[config.mk]
export PLATFORM = sky130hd
export DESIGN_NAME = ir_remote_decoder_actuator_control_core_flat
export DESIGN_NICKNAME = d
export VERILOG_FILES = /design/src/hdl/irdac_pkg.sv /design/src/hdl/irdac_edge_if.sv /design/src/hdl/irdac_result_if.sv /design/src/hdl/irdac_cfg_if.sv /design/src/hdl/irdac_cfg.sv /design/src/hdl/irdac_frame.sv /design/src/hdl/irdac_act.sv /design/src/hdl/ir_remote_decoder_actuator_control_core.sv /design/src/flat_wrapper.sv
export SDC_FILE = /design/constraint.sdc
export NUM_CORES = 1
export LEC_CHECK = 0
export BUFFER_PORTS_ARGS = -buffer_cell sky130_fd_sc_hd__buf_2
export CORE_ASPECT_RATIO = 0.8
export CORE_MARGIN = 2
export CORE_UTILIZATION = 25
export CTS_CLUSTER_SIZE = 14
export DETAILED_ROUTE_END_ITERATION = 8
export PLACE_DENSITY = 0.44
export SKIP_LAST_GASP = 1
export SLEW_MARGIN = 0
export SYNTH_ARGS = -nofsm -noshare
export SYNTH_HDL_FRONTEND = slang
export SYNTH_HIERARCHICAL = 1
export SYNTH_SLANG_ARGS = --single-unit
[constraint.sdc]
create_clock -name clk -period 10.7 [get_ports clk]
set_input_delay 2.14 -clock clk [delete_from_list [all_inputs] [get_ports clk]]
set_output_delay 2.14 -clock clk [all_outputs]
set_load 0.02 [all_outputs]
[src/hdl/irdac_pkg.sv]
package irdac_pkg;

  // Frame and field geometry
  localparam int FRAME_BITS = 32;
  localparam int BIT_CNT_W  = $clog2(FRAME_BITS + 1);
  localparam int SHIFT_W    = 32;
  localparam int CMD_W      = 16;
  localparam int STAMP_W    = 16;
  localparam int DUTY_W     = 16;
  localparam int GAIN_W     = 12;
  localparam int STEP_W     = 5;
  localparam int CFG_IDX_W  = 4;
  localparam int CFG_DATA_W = 16;

  // floor(x / 10) == (x * TENTH_RECIP) >> RECIP_SHIFT for every x below 2^22
  localparam int RECIP_SHIFT = 23;
  localparam int TENTH_RECIP = 838861;
  localparam int COEF_W      = 23;

  // Register indexes on the configuration channel
  localparam logic [CFG_IDX_W-1:0] REG_LEADER_MIN = 4'd0;
  localparam logic [CFG_IDX_W-1:0] REG_LEADER_MAX = 4'd1;
  localparam logic [CFG_IDX_W-1:0] REG_ONE_MIN    = 4'd2;
  localparam logic [CFG_IDX_W-1:0] REG_ONE_MAX    = 4'd3;
  localparam logic [CFG_IDX_W-1:0] REG_PWM_FULL   = 4'd4;
  localparam logic [CFG_IDX_W-1:0] REG_SERVO_BASE = 4'd5;
  localparam logic [CFG_IDX_W-1:0] REG_SERVO_GAIN = 4'd6;
  localparam logic [CFG_IDX_W-1:0] REG_SERVO_TOP  = 4'd7;

  // Register reset values
  localparam logic [15:0]       RST_LEADER_MIN = 16'd13500;
  localparam logic [15:0]       RST_LEADER_MAX = 16'd14500;
  localparam logic [15:0]       RST_ONE_MIN    = 16'd2250;
  localparam logic [15:0]       RST_ONE_MAX    = 16'd2450;
  localparam logic [DUTY_W-1:0] RST_PWM_FULL   = 16'd10000;
  localparam logic [15:0]       RST_SERVO_BASE = 16'd524;
  localparam logic [GAIN_W-1:0] RST_SERVO_GAIN = 12'd117;
  localparam logic [STEP_W-1:0] RST_SERVO_TOP  = 5'd18;

  // Remote command codes
  localparam logic [CMD_W-1:0] CMD_LED_ON     = 16'hBA45;
  localparam logic [CMD_W-1:0] CMD_LED_OFF    = 16'hB946;
  localparam logic [CMD_W-1:0] CMD_LED_TOGGLE = 16'hB847;
  localparam logic [CMD_W-1:0] CMD_DUTY_FULL  = 16'hBB44;
  localparam logic [CMD_W-1:0] CMD_DUTY_ZERO  = 16'hBF40;
  localparam logic [CMD_W-1:0] CMD_DUTY_INV   = 16'hBC43;
  localparam logic [CMD_W-1:0] CMD_STEP_DOWN  = 16'hF807;
  localparam logic [CMD_W-1:0] CMD_STEP_UP    = 16'hEA15;
  localparam logic [CMD_W-1:0] CMD_DUTY_10    = 16'hF609;
  localparam logic [CMD_W-1:0] CMD_DUTY_20    = 16'hE916;
  localparam logic [CMD_W-1:0] CMD_DUTY_30    = 16'hE619;
  localparam logic [CMD_W-1:0] CMD_DUTY_40    = 16'hF20D;
  localparam logic [CMD_W-1:0] CMD_DUTY_50    = 16'hE718;
  localparam logic [CMD_W-1:0] CMD_DUTY_60    = 16'hF708;
  localparam logic [CMD_W-1:0] CMD_DUTY_70    = 16'hE31C;
  localparam logic [CMD_W-1:0] CMD_DUTY_80    = 16'hA55A;
  localparam logic [CMD_W-1:0] CMD_DUTY_90    = 16'hAD52;

  // Decoder phase
  typedef enum logic [3:0] {
    PH_FIRST  = 4'b0001,
    PH_SECOND = 4'b0010,
    PH_SKIP   = 4'b0100,
    PH_BITS   = 4'b1000
  } irdac_phase_t;

  typedef struct packed {
    logic [15:0]       leader_min;
    logic [15:0]       leader_max;
    logic [15:0]       one_min;
    logic [15:0]       one_max;
    logic [DUTY_W-1:0] pwm_full;
    logic [15:0]       servo_base;
    logic [GAIN_W-1:0] servo_gain;
    logic [STEP_W-1:0] servo_top;
  } irdac_cfg_t;

  // Frame completion for the edge being processed
  typedef struct packed {
    logic             done;
    logic [CMD_W-1:0] command;
  } irdac_frame_t;

endpackage

[src/hdl/irdac_edge_if.sv]
interface irdac_edge_if import irdac_pkg::*; ();
  logic               valid;
  logic               ready;
  logic               kind;
  logic [STAMP_W-1:0] stamp;

  modport source (output valid, output kind, output stamp, input ready);
  modport sink (input valid, input kind, input stamp, output ready);
endinterface

[src/hdl/irdac_result_if.sv]
interface irdac_result_if import irdac_pkg::*; ();
  logic              valid;
  logic              ready;
  logic              frame_done;
  logic [CMD_W-1:0]  command;
  logic              led_on;
  logic [DUTY_W-1:0] pwm_duty;
  logic [STEP_W-1:0] servo_pos;
  logic [15:0]       servo_compare;

  modport source (output valid, output frame_done, output command, output led_on,
                  output pwm_duty, output servo_pos, output servo_compare, input ready);
  modport sink (input valid, input frame_done, input command, input led_on,
                input pwm_duty, input servo_pos, input servo_compare, output ready);
endinterface

[src/hdl/irdac_cfg_if.sv]
interface irdac_cfg_if import irdac_pkg::*; ();
  logic                  valid;
  logic                  ready;
  logic [CFG_IDX_W-1:0]  index;
  logic [CFG_DATA_W-1:0] data;

  modport source (output valid, output index, output data, input ready);
  modport sink (input valid, input index, input data, output ready);
endinterface

[src/hdl/irdac_cfg.sv]
module irdac_cfg import irdac_pkg::*; (
  input  logic                  clk,
  input  logic                  rst,
  input  logic                  wr_valid,
  input  logic [CFG_IDX_W-1:0]  wr_index,
  input  logic [CFG_DATA_W-1:0] wr_data,
  output logic                  wr_ready,
  output irdac_cfg_t            cfg
);

  // Always take a write
  assign wr_ready = 1'b1;

  // Update the addressed register; unknown indexes are dropped
  always_ff @(posedge clk) begin
    if (rst) begin
      cfg.leader_min <= RST_LEADER_MIN;
      cfg.leader_max <= RST_LEADER_MAX;
      cfg.one_min    <= RST_ONE_MIN;
      cfg.one_max    <= RST_ONE_MAX;
      cfg.pwm_full   <= RST_PWM_FULL;
      cfg.servo_base <= RST_SERVO_BASE;
      cfg.servo_gain <= RST_SERVO_GAIN;
      cfg.servo_top  <= RST_SERVO_TOP;
    end else if (wr_valid) begin
      case (wr_index)
        REG_LEADER_MIN: cfg.leader_min <= wr_data;
        REG_LEADER_MAX: cfg.leader_max <= wr_data;
        REG_ONE_MIN:    cfg.one_min    <= wr_data;
        REG_ONE_MAX:    cfg.one_max    <= wr_data;
        REG_PWM_FULL:   cfg.pwm_full   <= wr_data;
        REG_SERVO_BASE: cfg.servo_base <= wr_data;
        REG_SERVO_GAIN: cfg.servo_gain <= wr_data[GAIN_W-1:0];
        REG_SERVO_TOP:  cfg.servo_top  <= wr_data[STEP_W-1:0];
        default: ;
      endcase
    end
  end

endmodule

[src/hdl/irdac_frame.sv]
module irdac_frame import irdac_pkg::*; (
  input  logic               clk,
  input  logic               rst,
  input  logic               advance,
  input  logic               kind,
  input  logic [STAMP_W-1:0] stamp,
  input  irdac_cfg_t         cfg,
  output irdac_frame_t       frame,
  output logic [CMD_W-1:0]   last_command
);

  irdac_phase_t         phase, phase_next;
  logic [STAMP_W-1:0]   last_stamp, last_stamp_next;
  logic [BIT_CNT_W-1:0] bits_taken, bits_taken_next;
  logic [SHIFT_W-1:0]   frame_shift, frame_shift_next;
  logic [CMD_W-1:0]     last_command_next;
  logic [STAMP_W-1:0]   gap;
  logic                 leader_ok;
  logic                 one_bit;
  logic                 done;

  // Wrapped interval to the previous used edge
  assign gap       = stamp - last_stamp;
  assign leader_ok = (gap > cfg.leader_min) && (gap < cfg.leader_max);
  assign one_bit   = (gap > cfg.one_min) && (gap < cfg.one_max);

  // Walk the leader, skip edge and data bits; wrong polarity is ignored
  always_comb begin
    phase_next       = phase;
    last_stamp_next  = last_stamp;
    bits_taken_next  = bits_taken;
    frame_shift_next = frame_shift;
    done             = 1'b0;
    case (phase)
      PH_FIRST: begin
        if (!kind) begin
          last_stamp_next = stamp;
          phase_next      = PH_SECOND;
        end
      end
      PH_SECOND: begin
        if (!kind) begin
          last_stamp_next = stamp;
          phase_next      = leader_ok ? PH_SKIP : PH_FIRST;
        end
      end
      PH_SKIP: begin
        if (kind) begin
          last_stamp_next = stamp;
          bits_taken_next = '0;
          phase_next      = PH_BITS;
        end
      end
      PH_BITS: begin
        if (kind) begin
          last_stamp_next  = stamp;
          frame_shift_next = {one_bit, frame_shift[SHIFT_W-1:1]};
          if (bits_taken == BIT_CNT_W'(FRAME_BITS - 1)) begin
            bits_taken_next = '0;
            phase_next      = PH_FIRST;
            done            = 1'b1;
          end else begin
            bits_taken_next = bits_taken + 1'b1;
          end
        end
      end
      default: phase_next = PH_FIRST;
    endcase
  end

  assign last_command_next = done ? frame_shift_next[SHIFT_W-1 -: CMD_W] : last_command;
  assign frame.done        = done;
  assign frame.command     = last_command_next;

  // Advance decoder state on each processed edge
  always_ff @(posedge clk) begin
    if (rst) begin
      phase        <= PH_FIRST;
      last_stamp   <= '0;
      bits_taken   <= '0;
      frame_shift  <= '0;
      last_command <= '0;
    end else if (advance) begin
      phase        <= phase_next;
      last_stamp   <= last_stamp_next;
      bits_taken   <= bits_taken_next;
      frame_shift  <= frame_shift_next;
      last_command <= last_command_next;
    end
  end

endmodule

[src/hdl/irdac_act.sv]
module irdac_act import irdac_pkg::*; (
  input  logic              clk,
  input  logic              rst,
  input  logic              advance,
  input  irdac_frame_t      frame,
  input  irdac_cfg_t        cfg,
  output logic              led_on,
  output logic [DUTY_W-1:0] pwm_duty,
  output logic [STEP_W-1:0] servo_pos,
  output logic [15:0]       servo_compare
);

  localparam int PROD_W = DUTY_W + COEF_W;
  localparam int CMP_W  = 18;

  logic                led, led_next;
  logic [DUTY_W-1:0]   duty, duty_next;
  logic [STEP_W-1:0]   pos, pos_next;
  logic [COEF_W-1:0]   coef;
  logic [PROD_W-1:0]   pct_prod;
  logic [DUTY_W-1:0]   pct;
  logic [STEP_W:0]     step_inc;
  logic [CMP_W-1:0]    cmp_sum;

  // Pick the tenths coefficient for the percentage commands
  always_comb begin
    case (frame.command)
      CMD_DUTY_10: coef = COEF_W'(TENTH_RECIP * 1);
      CMD_DUTY_20: coef = COEF_W'(TENTH_RECIP * 2);
      CMD_DUTY_30: coef = COEF_W'(TENTH_RECIP * 3);
      CMD_DUTY_40: coef = COEF_W'(TENTH_RECIP * 4);
      CMD_DUTY_50: coef = COEF_W'(TENTH_RECIP * 5);
      CMD_DUTY_60: coef = COEF_W'(TENTH_RECIP * 6);
      CMD_DUTY_70: coef = COEF_W'(TENTH_RECIP * 7);
      CMD_DUTY_80: coef = COEF_W'(TENTH_RECIP * 8);
      CMD_DUTY_90: coef = COEF_W'(TENTH_RECIP * 9);
      default:     coef = '0;
    endcase
  end

  // floor(pwm_full * k / 10) through one reciprocal multiply
  assign pct_prod = PROD_W'(cfg.pwm_full) * PROD_W'(coef);
  assign pct      = pct_prod[RECIP_SHIFT +: DUTY_W];
  assign step_inc = {1'b0, pos} + 1'b1;

  // Run the command of a completed frame
  always_comb begin
    led_next  = led;
    duty_next = duty;
    pos_next  = pos;
    if (frame.done) begin
      case (frame.command)
        CMD_LED_ON:     led_next  = 1'b1;
        CMD_LED_OFF:    led_next  = 1'b0;
        CMD_LED_TOGGLE: led_next  = ~led;
        CMD_DUTY_FULL:  duty_next = cfg.pwm_full;
        CMD_DUTY_ZERO:  duty_next = '0;
        CMD_DUTY_INV:   duty_next = (duty > cfg.pwm_full) ? '0 : cfg.pwm_full - duty;
        CMD_STEP_DOWN:  pos_next  = (pos != '0) ? pos - 1'b1 : pos;
        CMD_STEP_UP: begin
          duty_next = '0;
          pos_next  = (step_inc > {1'b0, cfg.servo_top}) ? cfg.servo_top
                                                         : step_inc[STEP_W-1:0];
        end
        CMD_DUTY_10: duty_next = pct;
        CMD_DUTY_20: begin
          duty_next = pct;
          pos_next  = '0;
        end
        CMD_DUTY_30: begin
          duty_next = pct;
          pos_next  = cfg.servo_top >> 1;
        end
        CMD_DUTY_40: begin
          duty_next = pct;
          pos_next  = cfg.servo_top;
        end
        CMD_DUTY_50: duty_next = pct;
        CMD_DUTY_60: duty_next = pct;
        CMD_DUTY_70: duty_next = pct;
        CMD_DUTY_80: duty_next = pct;
        CMD_DUTY_90: duty_next = pct;
        default: ;
      endcase
    end
  end

  // Hold actuator state between processed edges
  always_ff @(posedge clk) begin
    if (rst) begin
      led  <= 1'b0;
      duty <= RST_PWM_FULL;
      pos  <= '0;
    end else if (advance) begin
      led  <= led_next;
      duty <= duty_next;
      pos  <= pos_next;
    end
  end

  // Servo compare from the held step, saturated to 16 bits
  assign cmp_sum       = CMP_W'(cfg.servo_base) + CMP_W'(pos) * CMP_W'(cfg.servo_gain);
  assign servo_compare = (|cmp_sum[CMP_W-1:16]) ? 16'hFFFF : cmp_sum[15:0];

  assign led_on    = led;
  assign pwm_duty  = duty;
  assign servo_pos = pos;

endmodule

[src/hdl/ir_remote_decoder_actuator_control_core.sv]
// IR remote decoder with LED, PWM and servo control. Each transfer on edges is one
// receiver edge (kind 0 falling, 1 rising) with its 16-bit tick stamp; every edge
// yields exactly one transfer on results carrying the frame-done flag, the last
// decoded command and the current LED level, PWM duty, servo step and servo compare.
// An edge is registered on entry and processed into the decoder and actuator state
// once the result stage can take it; one edge is accepted per clock unless stalled,
// and the single result stage stalls the input only while a result waits to be taken.
// Configuration writes (indexes 0 to 7, higher ones are ignored) are always accepted
// and must be issued only while no edge is in flight.
module ir_remote_decoder_actuator_control_core import irdac_pkg::*; (
  input logic           clk,
  input logic           rst,
  irdac_edge_if.sink    edges,
  irdac_result_if.source results,
  irdac_cfg_if.sink     cfg
);

  irdac_cfg_t         cfg_regs;
  irdac_frame_t       frame;
  logic               in_valid;
  logic               in_kind;
  logic [STAMP_W-1:0] in_stamp;
  logic               out_valid;
  logic               done;
  logic               advance;

  // Move the registered edge on when the result stage is free or draining
  assign advance     = in_valid && (!out_valid || results.ready);
  assign edges.ready = !in_valid || advance;

  irdac_cfg u_cfg (
    .clk      (clk),
    .rst      (rst),
    .wr_valid (cfg.valid),
    .wr_index (cfg.index),
    .wr_data  (cfg.data),
    .wr_ready (cfg.ready),
    .cfg      (cfg_regs)
  );

  // Capture the incoming edge
  always_ff @(posedge clk) begin
    if (rst) begin
      in_valid <= 1'b0;
    end else if (edges.ready) begin
      in_valid <= edges.valid;
    end
  end

  always_ff @(posedge clk) begin
    if (edges.valid && edges.ready) begin
      in_kind  <= edges.kind;
      in_stamp <= edges.stamp;
    end
  end

  irdac_frame u_frame (
    .clk          (clk),
    .rst          (rst),
    .advance      (advance),
    .kind         (in_kind),
    .stamp        (in_stamp),
    .cfg          (cfg_regs),
    .frame        (frame),
    .last_command (results.command)
  );

  irdac_act u_act (
    .clk           (clk),
    .rst           (rst),
    .advance       (advance),
    .frame         (frame),
    .cfg           (cfg_regs),
    .led_on        (results.led_on),
    .pwm_duty      (results.pwm_duty),
    .servo_pos     (results.servo_pos),
    .servo_compare (results.servo_compare)
  );

  // Result stage: state registers hold the fields, add valid and frame-done
  always_ff @(posedge clk) begin
    if (rst) begin
      out_valid <= 1'b0;
    end else if (advance) begin
      out_valid <= 1'b1;
    end else if (results.ready) begin
      out_valid <= 1'b0;
    end
  end

  always_ff @(posedge clk) begin
    if (advance) begin
      done <= frame.done;
    end
  end

  assign results.valid      = out_valid;
  assign results.frame_done = done;

endmodule

[src/flat_wrapper.sv]
// flat-port wrapper written by rule: the top's interface ports become plain ports
module ir_remote_decoder_actuator_control_core_flat import irdac_pkg::*;
  (clk, rst, edges_valid, edges_kind, edges_stamp, edges_ready, results_valid, results_frame_done, results_command, results_led_on, results_pwm_duty, results_servo_pos, results_servo_compare, results_ready, cfg_valid, cfg_index, cfg_data, cfg_ready);
  irdac_edge_if edges_i ();
  irdac_result_if results_i ();
  irdac_cfg_if cfg_i ();
  input logic clk;
  input logic rst;
  input wire logic [$bits(edges_i.valid)-1:0] edges_valid;
  input wire logic [$bits(edges_i.kind)-1:0] edges_kind;
  input wire logic [$bits(edges_i.stamp)-1:0] edges_stamp;
  output wire logic [$bits(edges_i.ready)-1:0] edges_ready;
  output wire logic [$bits(results_i.valid)-1:0] results_valid;
  output wire logic [$bits(results_i.frame_done)-1:0] results_frame_done;
  output wire logic [$bits(results_i.command)-1:0] results_command;
  output wire logic [$bits(results_i.led_on)-1:0] results_led_on;
  output wire logic [$bits(results_i.pwm_duty)-1:0] results_pwm_duty;
  output wire logic [$bits(results_i.servo_pos)-1:0] results_servo_pos;
  output wire logic [$bits(results_i.servo_compare)-1:0] results_servo_compare;
  input wire logic [$bits(results_i.ready)-1:0] results_ready;
  input wire logic [$bits(cfg_i.valid)-1:0] cfg_valid;
  input wire logic [$bits(cfg_i.index)-1:0] cfg_index;
  input wire logic [$bits(cfg_i.data)-1:0] cfg_data;
  output wire logic [$bits(cfg_i.ready)-1:0] cfg_ready;
  assign edges_i.valid = edges_valid;
  assign edges_i.kind = edges_kind;
  assign edges_i.stamp = edges_stamp;
  assign edges_ready = edges_i.ready;
  assign results_valid = results_i.valid;
  assign results_frame_done = results_i.frame_done;
  assign results_command = results_i.command;
  assign results_led_on = results_i.led_on;
  assign results_pwm_duty = results_i.pwm_duty;
  assign results_servo_pos = results_i.servo_pos;
  assign results_servo_compare = results_i.servo_compare;
  assign results_i.ready = results_ready;
  assign cfg_i.valid = cfg_valid;
  assign cfg_i.index = cfg_index;
  assign cfg_i.data = cfg_data;
  assign cfg_ready = cfg_i.ready;
  ir_remote_decoder_actuator_control_core u_core (.clk(clk), .rst(rst), .edges(edges_i), .results(results_i), .cfg(cfg_i));
endmodule
==> metrics.yaml <==
hold_violations: 0
status: "complete, no violations"
clkPwrFrac: 0.409
hpwl_microns: 59580
antenna_cells: 0
fin_util: 0.3113
p_comb_frac: 0.171
critPathRequiredTime_ns: 11.08
io_buffers: 98
first_iter_violations: 1099
area.growth.synth_to_final_pct: 22.98
path_delay_family: "adder cells"
start_util: 0.2532
tightest_slew_ns: 1.066
rows: 99
synth_fa_ha_area_frac: 0.3424
path_class: "reg -> reg"
ir_drop_v: 0.0001160
fin_crit_ns: 10.49
ys_ff_latch: 212
cts_tree: "yes"
place_congestion: 0.8704
path_max_fanout: 6
cpMaxStageDelayCell: "fa_2"
synthesis.area_sq_mm: 0.02314
hold_class: "reg -> reg"
dr_total_vias: 18640
yosysWarningCount: 6
avgRoutedWirePerCell_microns: 17.61
yosys.area_share.simple: 0.1802
p_leak_nw: 13.82
syn_nets: 3176
synth_xor_area_frac: 0.02006
synthCells: 2650
slew_headroom: 0.2893
grt_first_pass_wirelength_microns: 112900
clk_latency_ns: 0.55
rsz0062_at_grt: "yes"
synth.lib_cells_used.distinct: 96
layout_common_cells: "436 x inv_1, 253 x buf_4, 249 x nand2_1"
clock.fmax_mhz: 95.32
crit_top_cell: "buf_4"
finalSetupViolations: 0
syn_avg_cell_area_sq_um: 8.733
crit_path_end_kind: "flop"
firstDrtPassIters: 5
grt_pass1_vias: 18540
final_nets: 3467
power.switching_uw: 554.6
cts_buffer_depth: 3
antenna_found_initial: 1
core_area_sq_mm: 0.09142
cp.arrival_ns: 10.87
antenna_left: 0
cts.reportedPaths.clkPinSlew_ns: 0.07
fill_cells: 9745
final_common_cell: "inv_1"
maxCapViolCount: 0
timing.final.crit_share: 0.9805
slew_viol_final: 0
grt.total_usage: 0.1518
drc: 0
pin_count: 100
cts-htree-levels: 1
ys_seq_area_frac: 0.1912
synth_edf_count: 18
synth_flop_cell: "dfxtp_1"
clock-root-buffer: "clkbuf_16"
grt_overflow: 0
cts.sinks: 212
synthMuxAreaShare: 0.05747
setup_tns_ns: 0
intPower_mw: 1.417
crit_path_start_kind: "flop"
finalClockSkew_ns: 0.03122
drt-total-wl_microns: 73400
cts_buffers: 23
async_flop_share: 0
die_area_sq_mm: 0.09504
max_stage_delay_ns: 0.58
drive_above_1_share: 0.2114
vias_per_cell: 4.472
synth_top_family_by_area: "adder cells"
fp.dieW_microns: 344.2
grt_max_degree: 121
netSwitchingFraction: 0.2812
p_seq_frac: 0.420
p_per_area_mw_per_mm2: 69.29
critPathBufInv: 13
synth_compound_area_frac: 0.1089
die_y_microns: 276.1
## kinds of logic after synthesis
family / after synthesis
mux: 131
fa+ha+maj: 484
xor+xnor: 53
flops: 212
simple gates: 815
other cells: 1
buf+inv: 571
compound gates: 383
## flip-flops by register name, indices dropped and copies added (netlist names)
register and count:
u_core/u_act/servo_pos 5, u_core/u_frame/last_command 16, u_core/u_act/pwm_duty 16, u_core/u_frame/frame_shift 15
u_core/in_stamp 16, u_core/u_act/led_on 1, u_core/results.valid 1, u_core/u_cfg/cfg 113
u_core/results.frame_done 1, u_core/u_frame/last_stamp 16, u_core/u_frame/bits_taken 6, u_core/in_kind 1
u_core/u_frame/phase 4, u_core/in_valid 1
## worst reg2reg max path, delay by kind of cell (launching register included)
kind,cells,cell delay [ns]
buffers and inverters,13,1.45
XOR/XNOR,2,0.25
AO/OA/AOI/OAI,9,1.61
AND/OR/NAND/NOR,15,2.52
flip-flops,1,0.40
adder cells (fa/ha/maj),10,4.13
## repair_timing
| item | 4_1_cts | 5_1_grt |
|---|---|---|
| cloned | 0 | 2 |
| hold buffers | 0 | 0 |
| setup buffers | 11 | 18 |
| hold endpoints to repair | 0 | 0 |
| resized for setup | 58 | 159 |
| pin swaps | 32 | 102 |
| endpoints found under the setup margin | 16 | 16 |
## through the flow
stage / power (mW) / instance area [sq um] / hold slack (ns) / worst slack [ns] / std cells
finish: 1.972 / 28460 / 0.4741 / 0.2089 / 4168
CTS: 1.990 / 27580 / 0.4732 / 0.004564 / 4149
floorplan: 1.032 / 23140 / 0.4417 / 0.3550 / 2650
detailed placement: 1.162 / 26520 / 0.4612 / -1.164 / 4098
global route: 2.073 / 28460 / 0.4969 / -0.1562 / 4168
global placement: 1.162 / 26520 / 0.4593 / -1.263 / 4098
## path summary, 6_finish.rpt
path                                              from                                         to  slack (ns)  cells past startpoint
max reg2reg               u_core/in_stamp[0]$_DFFE_PP_      u_core/u_act/pwm_duty[3]$_SDFFE_PP0P_        0.21                     49
min          u_core/u_frame/bits_taken[1]$_SDFFE_PP0P_  u_core/u_frame/bits_taken[1]$_SDFFE_PP0P_        0.47                      2
min reg2reg  u_core/u_frame/bits_taken[1]$_SDFFE_PP0P_  u_core/u_frame/bits_taken[1]$_SDFFE_PP0P_        0.47                      2
max                       u_core/in_stamp[0]$_DFFE_PP_      u_core/u_act/pwm_duty[3]$_SDFFE_PP0P_        0.21                     49
## layer usage
layer	track usage	vias up	routed length (microns)
li1	-	9240	-
met1	0.2533	8988	40920
met2	0.2010	362	27850
met3	0.02812	47	3937
met4	0.01449	2	672
met5	0	-	13
## power by group through the flow
stage               Combinational [mW]  Sequential [mW]  Clock, mW
finish                           0.338            0.828      0.807
global route                     0.375            0.829      0.868
CTS                              0.326            0.827      0.836
detailed placement               0.317            0.845          0
global placement                 0.317            0.845          0
floorplan                        0.194            0.838          0
## cells in the mapped netlist, types with 5 or more instances
| cell | number | area (sq um) |
|---|---|---|
| a31oi_1 | 11 | 68.82 |
| ha_1 | 235 | 2940 |
| buf_4 | 10 | 75.07 |
| o2111ai_1 | 6 | 52.55 |
| nand3_1 | 48 | 240.2 |
| clkbuf_1 | 69 | 259.0 |
| nor2_1 | 154 | 578.1 |
| xnor2_1 | 30 | 262.8 |
| nand4_1 | 34 | 212.7 |
| nand2b_1 | 87 | 544.3 |
| o31ai_1 | 8 | 60.06 |
| inv_1 | 461 | 1730 |
| o21bai_1 | 14 | 105.1 |
| mux2_2 | 15 | 168.9 |
| dfxtp_1 | 194 | 3884 |
| buf_2 | 13 | 65.06 |
| o21a_1 | 19 | 142.6 |
| xor2_1 | 23 | 201.4 |
| fa_1 | 249 | 4985 |
| and3_1 | 10 | 62.56 |
| nand2_1 | 266 | 998.5 |
| a221oi_1 | 10 | 87.58 |
| edfxtp_1 | 18 | 540.5 |
| and4bb_2 | 8 | 100.1 |
| buf_1 | 5 | 18.77 |
| a211oi_1 | 13 | 97.59 |
| nor3_1 | 33 | 165.2 |
| a21oi_1 | 125 | 625.6 |
| a21o_1 | 36 | 270.3 |
| nor4b_1 | 5 | 43.79 |
| buf_6 | 9 | 101.4 |
| and2_1 | 100 | 625.6 |
| o21ai_0 | 63 | 315.3 |
| o21ai_1 | 5 | 25.02 |
| nor2b_1 | 17 | 106.4 |
| or3_1 | 8 | 50.05 |
| mux2i_1 | 116 | 1161 |
| o211ai_1 | 10 | 75.07 |
| a22oi_1 | 5 | 37.54 |
| nor4_1 | 5 | 31.28 |
## layout make-up
cell class	instances	area, sq um	area share
tap	1212	1516	0.05328
sequential	212	4424	0.1554
timing repair buffer	376	2758	0.09689
multi-input combinational	1867	17300	0.6079
clock inverter	9	85.08	0.002989
clock buffer	31	646.9	0.02273
inverter	461	1730	0.06080
Note: power is estimated with default switching activity, not from simulation.
